## src/hdl/lfps_pkg.sv

```systemverilog
// Shared types, constants and codes for the line follower PID steering block.
package lfps_pkg;

	// Sensor row and field widths
	localparam int NUM_SENSORS = 5;
	localparam int SAMPLE_W    = 12;
	localparam int ERR_W       = 12;
	localparam int TGT_W       = 9;
	localparam int DIFF_W      = 9;
	localparam int GAIN_W      = 18;
	localparam int INTEG_W     = 13;
	localparam int CNT_W       = 4;
	localparam int MODE_W      = 2;
	localparam int CLS_W       = 2;
	localparam int DIR_W       = 2;
	localparam int CFG_IDX_W   = 3;
	localparam int CFG_DATA_W  = 18;

	// Product and accumulator widths (gain x 13-bit operand, three terms)
	localparam int OPND_W = ERR_W + 1;
	localparam int PROD_W = GAIN_W + OPND_W;
	localparam int ACC_W  = PROD_W + 2;

	// Queue between front and back
	localparam int Q_DEPTH = 2;
	localparam int Q_PTR_W = $clog2(Q_DEPTH);
	localparam int Q_CNT_W = $clog2(Q_DEPTH + 1);

	// Limits
	localparam logic [TGT_W-1:0]          TARGET_LIMIT = 9'd300;
	localparam logic [TGT_W-1:0]          DIFF_LIMIT   = 9'd60;
	localparam logic signed [INTEG_W-1:0] INTEG_LIMIT  = 13'sd4000;
	localparam logic [CNT_W-1:0]          TICK_LIMIT   = 4'd10;

	// Output modes
	localparam logic [MODE_W-1:0] MODE_TRACK   = 2'd0;
	localparam logic [MODE_W-1:0] MODE_BLACK   = 2'd1;
	localparam logic [MODE_W-1:0] MODE_RECOVER = 2'd2;
	localparam logic [MODE_W-1:0] MODE_LOST    = 2'd3;

	// Reading classes set by the front
	localparam logic [CLS_W-1:0] CLS_TRACK   = 2'd0;
	localparam logic [CLS_W-1:0] CLS_ALL     = 2'd1;
	localparam logic [CLS_W-1:0] CLS_NONE    = 2'd2;
	localparam logic [CLS_W-1:0] CLS_INVALID = 2'd3;

	// Remembered turn side
	localparam logic [DIR_W-1:0] DIR_NONE  = 2'd0;
	localparam logic [DIR_W-1:0] DIR_LEFT  = 2'd1;
	localparam logic [DIR_W-1:0] DIR_RIGHT = 2'd2;

	// Register indexes
	localparam logic [CFG_IDX_W-1:0] REG_ENABLE    = 3'd0;
	localparam logic [CFG_IDX_W-1:0] REG_BASE      = 3'd1;
	localparam logic [CFG_IDX_W-1:0] REG_PROP      = 3'd2;
	localparam logic [CFG_IDX_W-1:0] REG_INTEG     = 3'd3;
	localparam logic [CFG_IDX_W-1:0] REG_DERIV     = 3'd4;
	localparam logic [CFG_IDX_W-1:0] REG_THRESHOLD = 3'd5;

	// Register reset values
	localparam logic [TGT_W-1:0]         RST_BASE      = 9'd30;
	localparam logic signed [GAIN_W-1:0] RST_PROP      = 18'sd459;
	localparam logic signed [GAIN_W-1:0] RST_INTEG     = 18'sd0;
	localparam logic signed [GAIN_W-1:0] RST_DERIV     = 18'sd1245;
	localparam logic [SAMPLE_W-1:0]      RST_THRESHOLD = 12'd500;

	// One classified reading
	typedef struct packed {
		logic [CLS_W-1:0]        cls;
		logic [NUM_SENSORS-1:0]  pattern;
		logic signed [ERR_W-1:0] err;
	} item_t;

	// Configuration register set
	typedef struct packed {
		logic                     enable;
		logic [TGT_W-1:0]         base_speed;
		logic signed [GAIN_W-1:0] prop_gain;
		logic signed [GAIN_W-1:0] integ_gain;
		logic signed [GAIN_W-1:0] deriv_gain;
		logic [SAMPLE_W-1:0]      threshold;
	} cfg_t;

	// Clear requests raised by register writes
	typedef struct packed {
		logic clr_state;
		logic clr_integ;
	} cfg_evt_t;

endpackage

```

## src/hdl/lfps_front.sv

```systemverilog
// Front: accepts sensor readings, thresholds the samples and classifies each beat.
module lfps_front (
	input  logic                                                    enable,
	input  logic [lfps_pkg::SAMPLE_W-1:0]                           threshold,
	input  logic                                                    in_valid,
	output logic                                                    in_ready,
	input  logic                                                    reading_valid,
	input  logic [lfps_pkg::NUM_SENSORS-1:0][lfps_pkg::SAMPLE_W-1:0] samples,
	input  logic signed [lfps_pkg::ERR_W-1:0]                       line_error,
	input  logic                                                    q_full,
	output logic                                                    push,
	output lfps_pkg::item_t                                         push_item
);
	import lfps_pkg::*;

	logic [NUM_SENSORS-1:0] pattern;

	// Threshold compare per sensor
	always_comb begin
		for (int i = 0; i < NUM_SENSORS; i++) begin
			pattern[i] = (samples[i] >= threshold);
		end
	end

	// Classify the reading
	always_comb begin
		push_item.err = line_error;
		if (!reading_valid) begin
			push_item.cls     = CLS_INVALID;
			push_item.pattern = '0;
		end else if (pattern == '0) begin
			push_item.cls     = CLS_NONE;
			push_item.pattern = pattern;
		end else if (pattern == '1) begin
			push_item.cls     = CLS_ALL;
			push_item.pattern = pattern;
		end else begin
			push_item.cls     = CLS_TRACK;
			push_item.pattern = pattern;
		end
	end

	// Beats taken while disabled are dropped
	assign in_ready = !q_full;
	assign push     = in_valid && in_ready && enable;

endmodule

```

## src/hdl/lfps_queue.sv

```systemverilog
// Short queue of classified readings between front and back.
module lfps_queue (
	input  logic            clk,
	input  logic            arst_n,
	input  logic            push,
	input  lfps_pkg::item_t push_item,
	input  logic            pop,
	output logic            q_valid,
	output logic            q_full,
	output lfps_pkg::item_t q_item
);
	import lfps_pkg::*;

	item_t               mem_q [Q_DEPTH];
	logic [Q_PTR_W-1:0]  wr_ptr_q;
	logic [Q_PTR_W-1:0]  rd_ptr_q;
	logic [Q_CNT_W-1:0]  count_q;

	assign q_valid = (count_q != '0);
	assign q_full  = (count_q == Q_CNT_W'(Q_DEPTH));
	assign q_item  = mem_q[rd_ptr_q];

	// Pointers and fill count
	always_ff @(posedge clk or negedge arst_n) begin
		if (!arst_n) begin
			wr_ptr_q <= '0;
			rd_ptr_q <= '0;
			count_q  <= '0;
		end else begin
			if (push) begin
				wr_ptr_q <= (wr_ptr_q == Q_PTR_W'(Q_DEPTH - 1)) ? '0 : wr_ptr_q + 1'b1;
			end
			if (pop) begin
				rd_ptr_q <= (rd_ptr_q == Q_PTR_W'(Q_DEPTH - 1)) ? '0 : rd_ptr_q + 1'b1;
			end
			if (push && !pop) begin
				count_q <= count_q + 1'b1;
			end else if (pop && !push) begin
				count_q <= count_q - 1'b1;
			end
		end
	end

	// Entry storage
	always_ff @(posedge clk) begin
		if (push) begin
			mem_q[wr_ptr_q] <= push_item;
		end
	end

endmodule

```

## src/hdl/lfps_back.sv

```systemverilog
// Back: steering state, shared PID multiplier sequence and the result register.
module lfps_back (
	input  logic                                clk,
	input  logic                                arst_n,
	input  lfps_pkg::cfg_t                      cfg,
	input  lfps_pkg::cfg_evt_t                  evt,
	input  logic                                q_valid,
	input  lfps_pkg::item_t                     q_item,
	output logic                                pop,
	output logic                                out_valid,
	input  logic                                out_ready,
	output logic [lfps_pkg::TGT_W-1:0]          left_target,
	output logic [lfps_pkg::TGT_W-1:0]          right_target,
	output logic [lfps_pkg::MODE_W-1:0]         mode,
	output logic [lfps_pkg::NUM_SENSORS-1:0]    active_bits,
	output logic signed [lfps_pkg::DIFF_W-1:0]  steer_diff
);
	import lfps_pkg::*;

	// Multiplier sequence phases
	localparam logic [1:0] PH_IDLE = 2'd0;
	localparam logic [1:0] PH_MUL1 = 2'd1;
	localparam logic [1:0] PH_MUL2 = 2'd2;
	localparam logic [1:0] PH_MUL3 = 2'd3;

	localparam int RND_W = ACC_W - 16;
	localparam int SUM_W = TGT_W + 2;

	// Clamp a wheel target to 0..300
	function automatic logic [TGT_W-1:0] sat_target(input logic signed [SUM_W-1:0] v);
		logic [TGT_W-1:0] r;
		if (v < 0) begin
			r = '0;
		end else if (v > $signed({2'b00, TARGET_LIMIT})) begin
			r = TARGET_LIMIT;
		end else begin
			r = v[TGT_W-1:0];
		end
		return r;
	endfunction

	// Control state
	logic [1:0]                 phase_q;
	logic                       fin_v_q;
	logic                       out_v_q;
	logic signed [INTEG_W-1:0]  integ_q;
	logic signed [ERR_W-1:0]    prev_err_q;
	logic [DIR_W-1:0]           turn_q;
	logic [CNT_W-1:0]           lost_cnt_q;
	logic [CNT_W-1:0]           black_cnt_q;

	// Datapath registers
	logic signed [PROD_W-1:0]   p_q;
	logic signed [ACC_W-1:0]    acc_q;
	logic signed [ACC_W-1:0]    sum_q;
	logic signed [OPND_W-1:0]   op_i_q;
	logic signed [OPND_W-1:0]   op_d_q;
	logic [NUM_SENSORS-1:0]     trk_pat_q;
	logic [NUM_SENSORS-1:0]     fin_pat_q;
	logic [TGT_W-1:0]           left_q;
	logic [TGT_W-1:0]           right_q;
	logic [MODE_W-1:0]          mode_q;
	logic [NUM_SENSORS-1:0]     bits_q;
	logic signed [DIFF_W-1:0]   diff_q;

	// Combinational
	logic [TGT_W-1:0]           base_eff;
	logic [TGT_W-1:0]           half;
	logic                       is_trk;
	logic                       out_free;
	logic                       fin_go;
	logic                       mul3_go;
	logic signed [OPND_W-1:0]   err_x;
	logic signed [INTEG_W:0]    integ_sum;
	logic signed [INTEG_W-1:0]  integ_new;
	logic signed [OPND_W-1:0]   der;
	logic [DIR_W-1:0]           rec_dir;
	logic signed [DIFF_W-1:0]   pd;
	logic signed [GAIN_W-1:0]   mul_a;
	logic signed [OPND_W-1:0]   mul_b;
	logic signed [PROD_W-1:0]   product;
	logic signed [ACC_W-1:0]    sum_r;
	logic signed [RND_W-1:0]    rnd;
	logic [TGT_W-1:0]           lim;
	logic signed [RND_W-1:0]    lim_s;
	logic signed [DIFF_W-1:0]   fin_diff;
	logic [TGT_W-1:0]           dir_left;
	logic [TGT_W-1:0]           dir_right;
	logic [MODE_W-1:0]          dir_mode;
	logic signed [DIFF_W-1:0]   dir_diff;

	assign base_eff = (cfg.base_speed > TARGET_LIMIT) ? TARGET_LIMIT : cfg.base_speed;
	assign half     = {1'b0, base_eff[TGT_W-1:1]};
	assign is_trk   = (q_item.cls == CLS_TRACK);
	assign out_free = !out_v_q || out_ready;
	assign fin_go   = fin_v_q && out_free;
	assign mul3_go  = (phase_q == PH_MUL3) && (!fin_v_q || fin_go);

	// Older finished track result has the output first
	assign pop = q_valid && (phase_q == PH_IDLE) && (is_trk || (!fin_v_q && out_free));

	// Integrator and derivative of the head reading
	assign err_x     = {q_item.err[ERR_W-1], q_item.err};
	assign integ_sum = {integ_q[INTEG_W-1], integ_q} + {{2{q_item.err[ERR_W-1]}}, q_item.err};
	assign der       = err_x - {prev_err_q[ERR_W-1], prev_err_q};

	always_comb begin
		if (integ_sum > $signed({INTEG_LIMIT[INTEG_W-1], INTEG_LIMIT})) begin
			integ_new = INTEG_LIMIT;
		end else if (integ_sum < -$signed({INTEG_LIMIT[INTEG_W-1], INTEG_LIMIT})) begin
			integ_new = -INTEG_LIMIT;
		end else begin
			integ_new = integ_sum[INTEG_W-1:0];
		end
	end

	// Recovery side and differential
	assign rec_dir = (turn_q != DIR_NONE) ? turn_q :
		(prev_err_q < 0 ? DIR_LEFT : DIR_RIGHT);
	assign pd = (rec_dir == DIR_LEFT) ? -$signed(half) : $signed(half);

	// Shared multiplier: one gain term per cycle
	always_comb begin
		case (phase_q)
			PH_IDLE: begin
				mul_a = cfg.prop_gain;
				mul_b = err_x;
			end
			PH_MUL1: begin
				mul_a = cfg.integ_gain;
				mul_b = op_i_q;
			end
			default: begin
				mul_a = cfg.deriv_gain;
				mul_b = op_d_q;
			end
		endcase
	end
	assign product = mul_a * mul_b;

	// Round half away from zero, then clamp to +-min(base,60)
	assign sum_r = sum_q + (sum_q[ACC_W-1] ? ACC_W'(32767) : ACC_W'(32768));
	assign rnd   = sum_r[ACC_W-1:16];
	assign lim   = (base_eff < DIFF_LIMIT) ? base_eff : DIFF_LIMIT;
	assign lim_s = $signed(RND_W'(lim));

	always_comb begin
		if (rnd > lim_s) begin
			fin_diff = $signed(lim);
		end else if (rnd < -lim_s) begin
			fin_diff = -$signed(lim);
		end else begin
			fin_diff = rnd[DIFF_W-1:0];
		end
	end

	// Direct result for readings that skip the PID
	always_comb begin
		dir_left  = '0;
		dir_right = '0;
		dir_diff  = '0;
		case (q_item.cls)
			CLS_INVALID: begin
				dir_mode = MODE_LOST;
			end
			CLS_NONE: begin
				if (lost_cnt_q < TICK_LIMIT) begin
					dir_mode  = MODE_RECOVER;
					dir_left  = sat_target($signed({2'b00, base_eff}) + SUM_W'(pd));
					dir_right = sat_target($signed({2'b00, base_eff}) - SUM_W'(pd));
					dir_diff  = pd;
				end else begin
					dir_mode = MODE_LOST;
				end
			end
			CLS_ALL: begin
				dir_mode = MODE_BLACK;
				if (black_cnt_q < TICK_LIMIT) begin
					dir_left  = half;
					dir_right = half;
				end
			end
			default: begin
				dir_mode = MODE_TRACK;
			end
		endcase
	end

	// Control state and steering memory
	always_ff @(posedge clk or negedge arst_n) begin
		if (!arst_n) begin
			phase_q     <= PH_IDLE;
			fin_v_q     <= 1'b0;
			out_v_q     <= 1'b0;
			integ_q     <= '0;
			prev_err_q  <= '0;
			turn_q      <= DIR_NONE;
			lost_cnt_q  <= '0;
			black_cnt_q <= '0;
		end else begin
			// multiply sequence
			case (phase_q)
				PH_IDLE: begin
					if (pop && is_trk) begin
						phase_q <= PH_MUL1;
					end
				end
				PH_MUL1: phase_q <= PH_MUL2;
				PH_MUL2: phase_q <= PH_MUL3;
				default: begin
					if (mul3_go) begin
						phase_q <= PH_IDLE;
					end
				end
			endcase

			// finish stage
			if (mul3_go) begin
				fin_v_q <= 1'b1;
			end else if (fin_go) begin
				fin_v_q <= 1'b0;
			end

			// result register
			if (fin_go || (pop && !is_trk)) begin
				out_v_q <= 1'b1;
			end else if (out_ready) begin
				out_v_q <= 1'b0;
			end

			// state per reading class
			if (pop) begin
				case (q_item.cls)
					CLS_INVALID: begin
						integ_q     <= '0;
						prev_err_q  <= '0;
						turn_q      <= DIR_NONE;
						lost_cnt_q  <= '0;
						black_cnt_q <= '0;
					end
					CLS_NONE: begin
						black_cnt_q <= '0;
						integ_q     <= '0;
						turn_q      <= rec_dir;
						if (lost_cnt_q < TICK_LIMIT) begin
							lost_cnt_q <= lost_cnt_q + 1'b1;
						end
					end
					CLS_ALL: begin
						lost_cnt_q <= '0;
						integ_q    <= '0;
						if (black_cnt_q < TICK_LIMIT) begin
							black_cnt_q <= black_cnt_q + 1'b1;
						end
					end
					default: begin
						lost_cnt_q  <= '0;
						black_cnt_q <= '0;
						integ_q     <= integ_new;
						prev_err_q  <= q_item.err;
						if (q_item.err < 0) begin
							turn_q <= DIR_LEFT;
						end else if (q_item.err > 0) begin
							turn_q <= DIR_RIGHT;
						end
					end
				endcase
			end

			// register writes clear state (the user must write only while idle; the block does not enforce it)
			if (evt.clr_state) begin
				integ_q     <= '0;
				prev_err_q  <= '0;
				turn_q      <= DIR_NONE;
				lost_cnt_q  <= '0;
				black_cnt_q <= '0;
			end else if (evt.clr_integ) begin
				integ_q <= '0;
			end
		end
	end

	// Datapath: products, accumulation, result payload
	always_ff @(posedge clk) begin
		if (phase_q != PH_MUL3) begin
			p_q <= product;
		end
		if (pop && is_trk) begin
			op_i_q    <= {integ_new};
			op_d_q    <= der;
			trk_pat_q <= q_item.pattern;
		end
		if (phase_q == PH_MUL1) begin
			acc_q <= ACC_W'(p_q);
		end else if (phase_q == PH_MUL2) begin
			acc_q <= acc_q + ACC_W'(p_q);
		end
		if (mul3_go) begin
			sum_q     <= acc_q + ACC_W'(p_q);
			fin_pat_q <= trk_pat_q;
		end
		if (fin_go) begin
			left_q  <= sat_target($signed({2'b00, base_eff}) + SUM_W'(fin_diff));
			right_q <= sat_target($signed({2'b00, base_eff}) - SUM_W'(fin_diff));
			mode_q  <= MODE_TRACK;
			bits_q  <= fin_pat_q;
			diff_q  <= fin_diff;
		end else if (pop && !is_trk) begin
			left_q  <= dir_left;
			right_q <= dir_right;
			mode_q  <= dir_mode;
			bits_q  <= q_item.pattern;
			diff_q  <= dir_diff;
		end
	end

	assign out_valid    = out_v_q;
	assign left_target  = left_q;
	assign right_target = right_q;
	assign mode         = mode_q;
	assign active_bits  = bits_q;
	assign steer_diff   = diff_q;

endmodule

```

## src/hdl/line_follow_pid_steering.sv

```systemverilog
// Top level of the line follower PID steering block: registers and front/queue/back.
//
// Each input beat is one sensor reading; each gives one result beat while the
// block is enabled and none while it is disabled. The front takes a beat every
// cycle while the two-entry queue has room; the back turns readings with no
// active sensor, all sensors active or an invalid flag into a registered result and
// runs line-tracking readings through one shared 18x13 multiplier, one gain term a
// cycle, taking no reading until idle again; such a result passes MUL1-MUL3, the
// finish stage and the result register. The user must write registers through
// cfg_we/cfg_idx/cfg_data only while the block is idle, not enforced by it; writing
// a gain clears the integrator and changing enable clears all steering state.
module line_follow_pid_steering (
	input  logic                                clk,
	input  logic                                arst_n,
	input  logic                                cfg_we,
	input  logic [lfps_pkg::CFG_IDX_W-1:0]      cfg_idx,
	input  logic [lfps_pkg::CFG_DATA_W-1:0]     cfg_data,
	input  logic                                in_valid,
	output logic                                in_ready,
	input  logic                                reading_valid,
	input  logic [lfps_pkg::SAMPLE_W-1:0]       sample_0,
	input  logic [lfps_pkg::SAMPLE_W-1:0]       sample_1,
	input  logic [lfps_pkg::SAMPLE_W-1:0]       sample_2,
	input  logic [lfps_pkg::SAMPLE_W-1:0]       sample_3,
	input  logic [lfps_pkg::SAMPLE_W-1:0]       sample_4,
	input  logic signed [lfps_pkg::ERR_W-1:0]   line_error,
	output logic                                out_valid,
	input  logic                                out_ready,
	output logic [lfps_pkg::TGT_W-1:0]          left_target,
	output logic [lfps_pkg::TGT_W-1:0]          right_target,
	output logic [lfps_pkg::MODE_W-1:0]         mode,
	output logic [lfps_pkg::NUM_SENSORS-1:0]    active_bits,
	output logic signed [lfps_pkg::DIFF_W-1:0]  steer_diff
);
	import lfps_pkg::*;

	cfg_t                              cfg_q;
	cfg_evt_t                          evt;
	logic [NUM_SENSORS-1:0][SAMPLE_W-1:0] samples;
	logic                              push;
	item_t                             push_item;
	logic                              pop;
	logic                              q_valid;
	logic                              q_full;
	item_t                             q_item;

	assign samples = {sample_4, sample_3, sample_2, sample_1, sample_0};

	// Register file
	always_ff @(posedge clk or negedge arst_n) begin
		if (!arst_n) begin
			cfg_q.enable     <= 1'b0;
			cfg_q.base_speed <= RST_BASE;
			cfg_q.prop_gain  <= RST_PROP;
			cfg_q.integ_gain <= RST_INTEG;
			cfg_q.deriv_gain <= RST_DERIV;
			cfg_q.threshold  <= RST_THRESHOLD;
		end else if (cfg_we) begin
			case (cfg_idx)
				REG_ENABLE:    cfg_q.enable     <= cfg_data[0];
				REG_BASE:      cfg_q.base_speed <= cfg_data[TGT_W-1:0];
				REG_PROP:      cfg_q.prop_gain  <= $signed(cfg_data[GAIN_W-1:0]);
				REG_INTEG:     cfg_q.integ_gain <= $signed(cfg_data[GAIN_W-1:0]);
				REG_DERIV:     cfg_q.deriv_gain <= $signed(cfg_data[GAIN_W-1:0]);
				REG_THRESHOLD: cfg_q.threshold  <= cfg_data[SAMPLE_W-1:0];
				default: ;
			endcase
		end
	end

	// Clear requests from writes
	assign evt.clr_state = cfg_we && (cfg_idx == REG_ENABLE) && (cfg_data[0] != cfg_q.enable);
	assign evt.clr_integ = cfg_we && ((cfg_idx == REG_PROP) || (cfg_idx == REG_INTEG) ||
		(cfg_idx == REG_DERIV));

	lfps_front u_front (
		.enable        (cfg_q.enable),
		.threshold     (cfg_q.threshold),
		.in_valid      (in_valid),
		.in_ready      (in_ready),
		.reading_valid (reading_valid),
		.samples       (samples),
		.line_error    (line_error),
		.q_full        (q_full),
		.push          (push),
		.push_item     (push_item)
	);

	lfps_queue u_queue (
		.clk       (clk),
		.arst_n    (arst_n),
		.push      (push),
		.push_item (push_item),
		.pop       (pop),
		.q_valid   (q_valid),
		.q_full    (q_full),
		.q_item    (q_item)
	);

	lfps_back u_back (
		.clk          (clk),
		.arst_n       (arst_n),
		.cfg          (cfg_q),
		.evt          (evt),
		.q_valid      (q_valid),
		.q_item       (q_item),
		.pop          (pop),
		.out_valid    (out_valid),
		.out_ready    (out_ready),
		.left_target  (left_target),
		.right_target (right_target),
		.mode         (mode),
		.active_bits  (active_bits),
		.steer_diff   (steer_diff)
	);

endmodule

```

## config.mk

```make
export PLATFORM = sky130hd
export DESIGN_NAME = line_follow_pid_steering
export DESIGN_NICKNAME = d
export VERILOG_FILES = /design/src/hdl/lfps_pkg.sv /design/src/hdl/lfps_front.sv /design/src/hdl/lfps_queue.sv /design/src/hdl/lfps_back.sv /design/src/hdl/line_follow_pid_steering.sv
export SDC_FILE = /design/constraint.sdc
export NUM_CORES = 1
export LEC_CHECK = 0
export BUFFER_PORTS_ARGS = -buffer_cell sky130_fd_sc_hd__buf_2
export CAP_MARGIN = 0
export CORE_ASPECT_RATIO = 1.2
export CORE_UTILIZATION = 35
export CTS_BUF_LIST = sky130_fd_sc_hd__clkbuf_8
export DETAILED_ROUTE_END_ITERATION = 6
export GPL_TIMING_DRIVEN = 1
export HOLD_SLACK_MARGIN = 0.02
export PLACE_DENSITY = 0.46
export SKIP_LAST_GASP = 1
export SYNTH_ARGS = -nofsm -noshare
export SYNTH_HDL_FRONTEND = slang
export SYNTH_SLANG_ARGS = --single-unit
```

## constraint.sdc

```tcl
create_clock -name clk -period 12.8 [get_ports clk]
set_input_delay 0.64 -clock clk [delete_from_list [all_inputs] [get_ports clk]]
set_output_delay 0.64 -clock clk [all_outputs]
set_load 0.1 [all_outputs]
```

==> qor.csv <==
metric,value,unit
Worst R2R Setup Slack,4.38,ns
fmax,0.119,GHz
Synth Warn #,0,
RSZ-0062 raised after global routing,no,
Setup Skew,0.0647,ns
initial DRC count,875,
# DRC,0,
post-route ant nets,0,
hold path cells,1,
Via density,5.16,
max-slew violations,0,
final setup TNS,0,ns
hold path endpoint,u_queue.mem_q[1][0]$_DFFE_PP_,
global placement routability congestion,0.875,
vias post-DR,21100,
post-synthesis register bit count,324,
"Hold Vio Cnt, Final",0,
Final Critical Period,8.42,ns
TritonCTS clock tree,yes,
Worst Setup SP,u_back.phase_q[1]$_DFFE_PN0P_,
RR Startpoint,u_back.phase_q[1]$_DFFE_PN0P_,
Clock Path Buffers,3,
Max transition margin,17.7,%
Mapped Area,0.0286,mm2
slowest cell delay on critical path,0.70,ns
Min-Delay Startpoint,line_error[0],
clk_lat worst skew,0.71,ns
post-synthesis sequential area ratio,32.0,%
CORE AREA,0.0807,mm2
I/O pins,135,
max_cap viols,0,
clock root cell,clkbuf_8,
Worst Path Required,13.20,ns
Synth Flop Type,edfxtp_1,
Initial Util,35.4,%
number of port buffers,134,
Synth cell types,84,
Final Util,39.6,%
final net count,3596,
worst r2r path cells,29,
worst min path class,input port to register,
first-pass GRT wire length,127000,um
initial antenna violation count,2,
CP max-delay cell,buf_4,
"Clk pin slew, worst setup/hold paths",0.06,ns
Wirelength per Cell,19.5,um
crit path launch type,register,
outcome,"finished, final reports clean",
Pre-antenna DRT Iters,5,
vias in the first global route,22800,
Total Wirelength,79700,um
largest net degree at the start of global routing,74,
"Top cell by count, worst path",inv_1,
Die X,263,um
clk sinks,324,
share of cells above drive strength 1,14.2,%
GR Overflow Total,0,
R2R Path End,u_back.p_q[27]$_DFFE_PN_,
CP Class,register to register,
row cnt,114,
Final period util,65.8,%
Least-Margin Pin Slew,1.23,ns
asr flop ratio synth,36.7,%
Worst Setup End Kind,register,
post-route setup slack,4.38,ns
syn_area_per_cell,10.2,um2
htree depth,2,
Place WS,4.34,ns
final setup vio count,0,
Syn Inst Count,2813,
postcts setup bufs,0,
CP max FO,68,
Num CTS Buffers,60,
GR Util All Layers,19.6,%
Die Y,315,um
post-cts gate resize count,0,
"EDFF count, synth",203,
CP Data Arrival Time,8.83,ns
Layout area overhead,11.8,%
Die ar.,0.0829,mm2
HPWL after detailed placement,64200,um
-- critical path, delay by kind of cell (launching register included) --
family | cells | cell delay [ns]
and+or+nand+nor | 3 | 0.59
adders and majority gates | 8 | 3.26
xor gates and xnor gates | 1 | 0.10
buffers and inverters | 7 | 1.07
DFF | 1 | 0.40
AOI/OAI and AO/OA | 10 | 2.73
-- cells in the final DEF, fill, tap and decap left out, types with 12 or more instances in the layout --
cell      count
a211oi_1     23
a21o_1       59
a21oi_1     164
a22o_1       39
a22oi_1      12
a31oi_1      13
and2_1       22
and3_1       12
buf_2       133
buf_4        35
clkbuf_8     65
dfrtp_1      96
dfstp_2      23
edfxtp_1    203
fa_1        224
ha_1        288
inv_1       366
mux2_2      121
mux2i_1      18
nand2_1     250
nand2b_1     28
nand3_1      26
nand4_1      14
nor2_1      218
nor2b_1      30
nor3_1       33
o21a_1       19
o21ai_0     107
o21bai_1     26
o22ai_1      19
or2_2        15
or3_1        13
xnor2_1      92
xor2_1       42
-- Yosys cell counts (13+ instances only) --
cell      instances  area (um2)
a21oi_1         165         826
nand2b_1         28         175
nand2_1         250         938
nand4_1          14        87.6
dfstp_2          23         604
nor2b_1          31         194
nor3_1           33         165
a22o_1           39         342
ha_1            289        3620
and2_1           22         138
nand3_1          26         130
o21bai_1         26         195
mux2_2          121        1360
a211oi_1         23         173
edfxtp_1        203        6100
dfrtp_1          96        2400
clkbuf_1         55         206
o21ai_0         107         536
o21a_1           19         143
mux2i_1          18         180
fa_1            224        4480
or3_1            13        81.3
xnor2_1          92         806
inv_1           345        1290
or2_2            15        93.8
o22ai_1          19         119
nor2_1          219         822
a21o_1           59         443
a31oi_1          13        81.3
xor2_1           42         368
-- routing by layer --
metal	GRT usage (%)	wire length, um	vias to the layer above
met5	0	0	-
met4	7.16	2770	0
met3	2.08	2450	139
met2	36.9	41600	386
met1	22.8	32900	10400
li1	-	-	10100
-- how the worst max path moves through the flow --
| stage | to | depth (start not counted) |
|---|---|---|
| after detailed placement | u_back.p_q[27]$_DFFE_PN_ | 29 |
| after floorplan | u_back.p_q[27]$_DFFE_PN_ | 29 |
| final | u_back.p_q[27]$_DFFE_PN_ | 29 |
| after global routing | u_back.p_q[27]$_DFFE_PN_ | 29 |
| after global placement | u_back.p_q[27]$_DFFE_PN_ | 29 |
| after CTS | u_back.p_q[27]$_DFFE_PN_ | 29 |
-- cell families (layout without fill, tap and decap cells) --
family	count (synthesis)	count (layout)	share of synthesized area, %
compound gates	591	591	13.6
xor+xnor	134	134	4.10
fa+ha+maj	516	516	28.4
buf+inv	410	630	5.40
flops	324	324	32.0
mux	139	139	5.39
other cells	1	5	0.0131
simple gates	698	698	11.1
-- state kept, by name, summed over array words and instances (netlist names), 4 cells and up --
name	count
u_back.active_bits	5
u_back.trk_pat_q	5
u_queue.mem_q	38
u_back.acc_q	33
u_back.lost_cnt_q	4
u_back.p_q	31
cfg_q	76
u_back.op_d_q	13
u_back.black_cnt_q	4
u_back.op_i_q	13
u_back.sum_q	33
u_back.left_target	9
u_back.right_target	9
u_back.integ_q	13
u_back.fin_pat_q	5
u_back.steer_diff	9
u_back.prev_err_q	12
-- stage by stage --
step	hold slack, ns	cells	cell area, um2
detailed placement	0.409	3965	30700
global route	0.0818	4081	32000
floorplan	0.344	2816	28600
global placement	0.401	3965	30700
finish	0.121	4081	32000
CTS	0.0668	4080	32000
-- repair_timing --
| action | in CTS | in global routing |
|---|---|---|
| hold endpoints to repair | 46 | 0 |
| endpoints found under the setup margin | 0 | 0 |
| hold buffers | 1 | 0 |
-- layout make-up --
class | count | area (um2)
Timing Repair Buffer | 169 | 938
Antenna cell | 1 | 2.50
Clock buffer | 65 | 895
Multi-Input combinational cell | 2082 | 18000
Tap cell | 1044 | 1310
Inverter | 347 | 1300
Fill cell | 7981 | 48800
Sequential cell | 324 | 9140
Clock inverter | 49 | 412
Power is not shown: default switching activity piles up to over one toggle a cycle in this logic, so the estimate is an artifact.
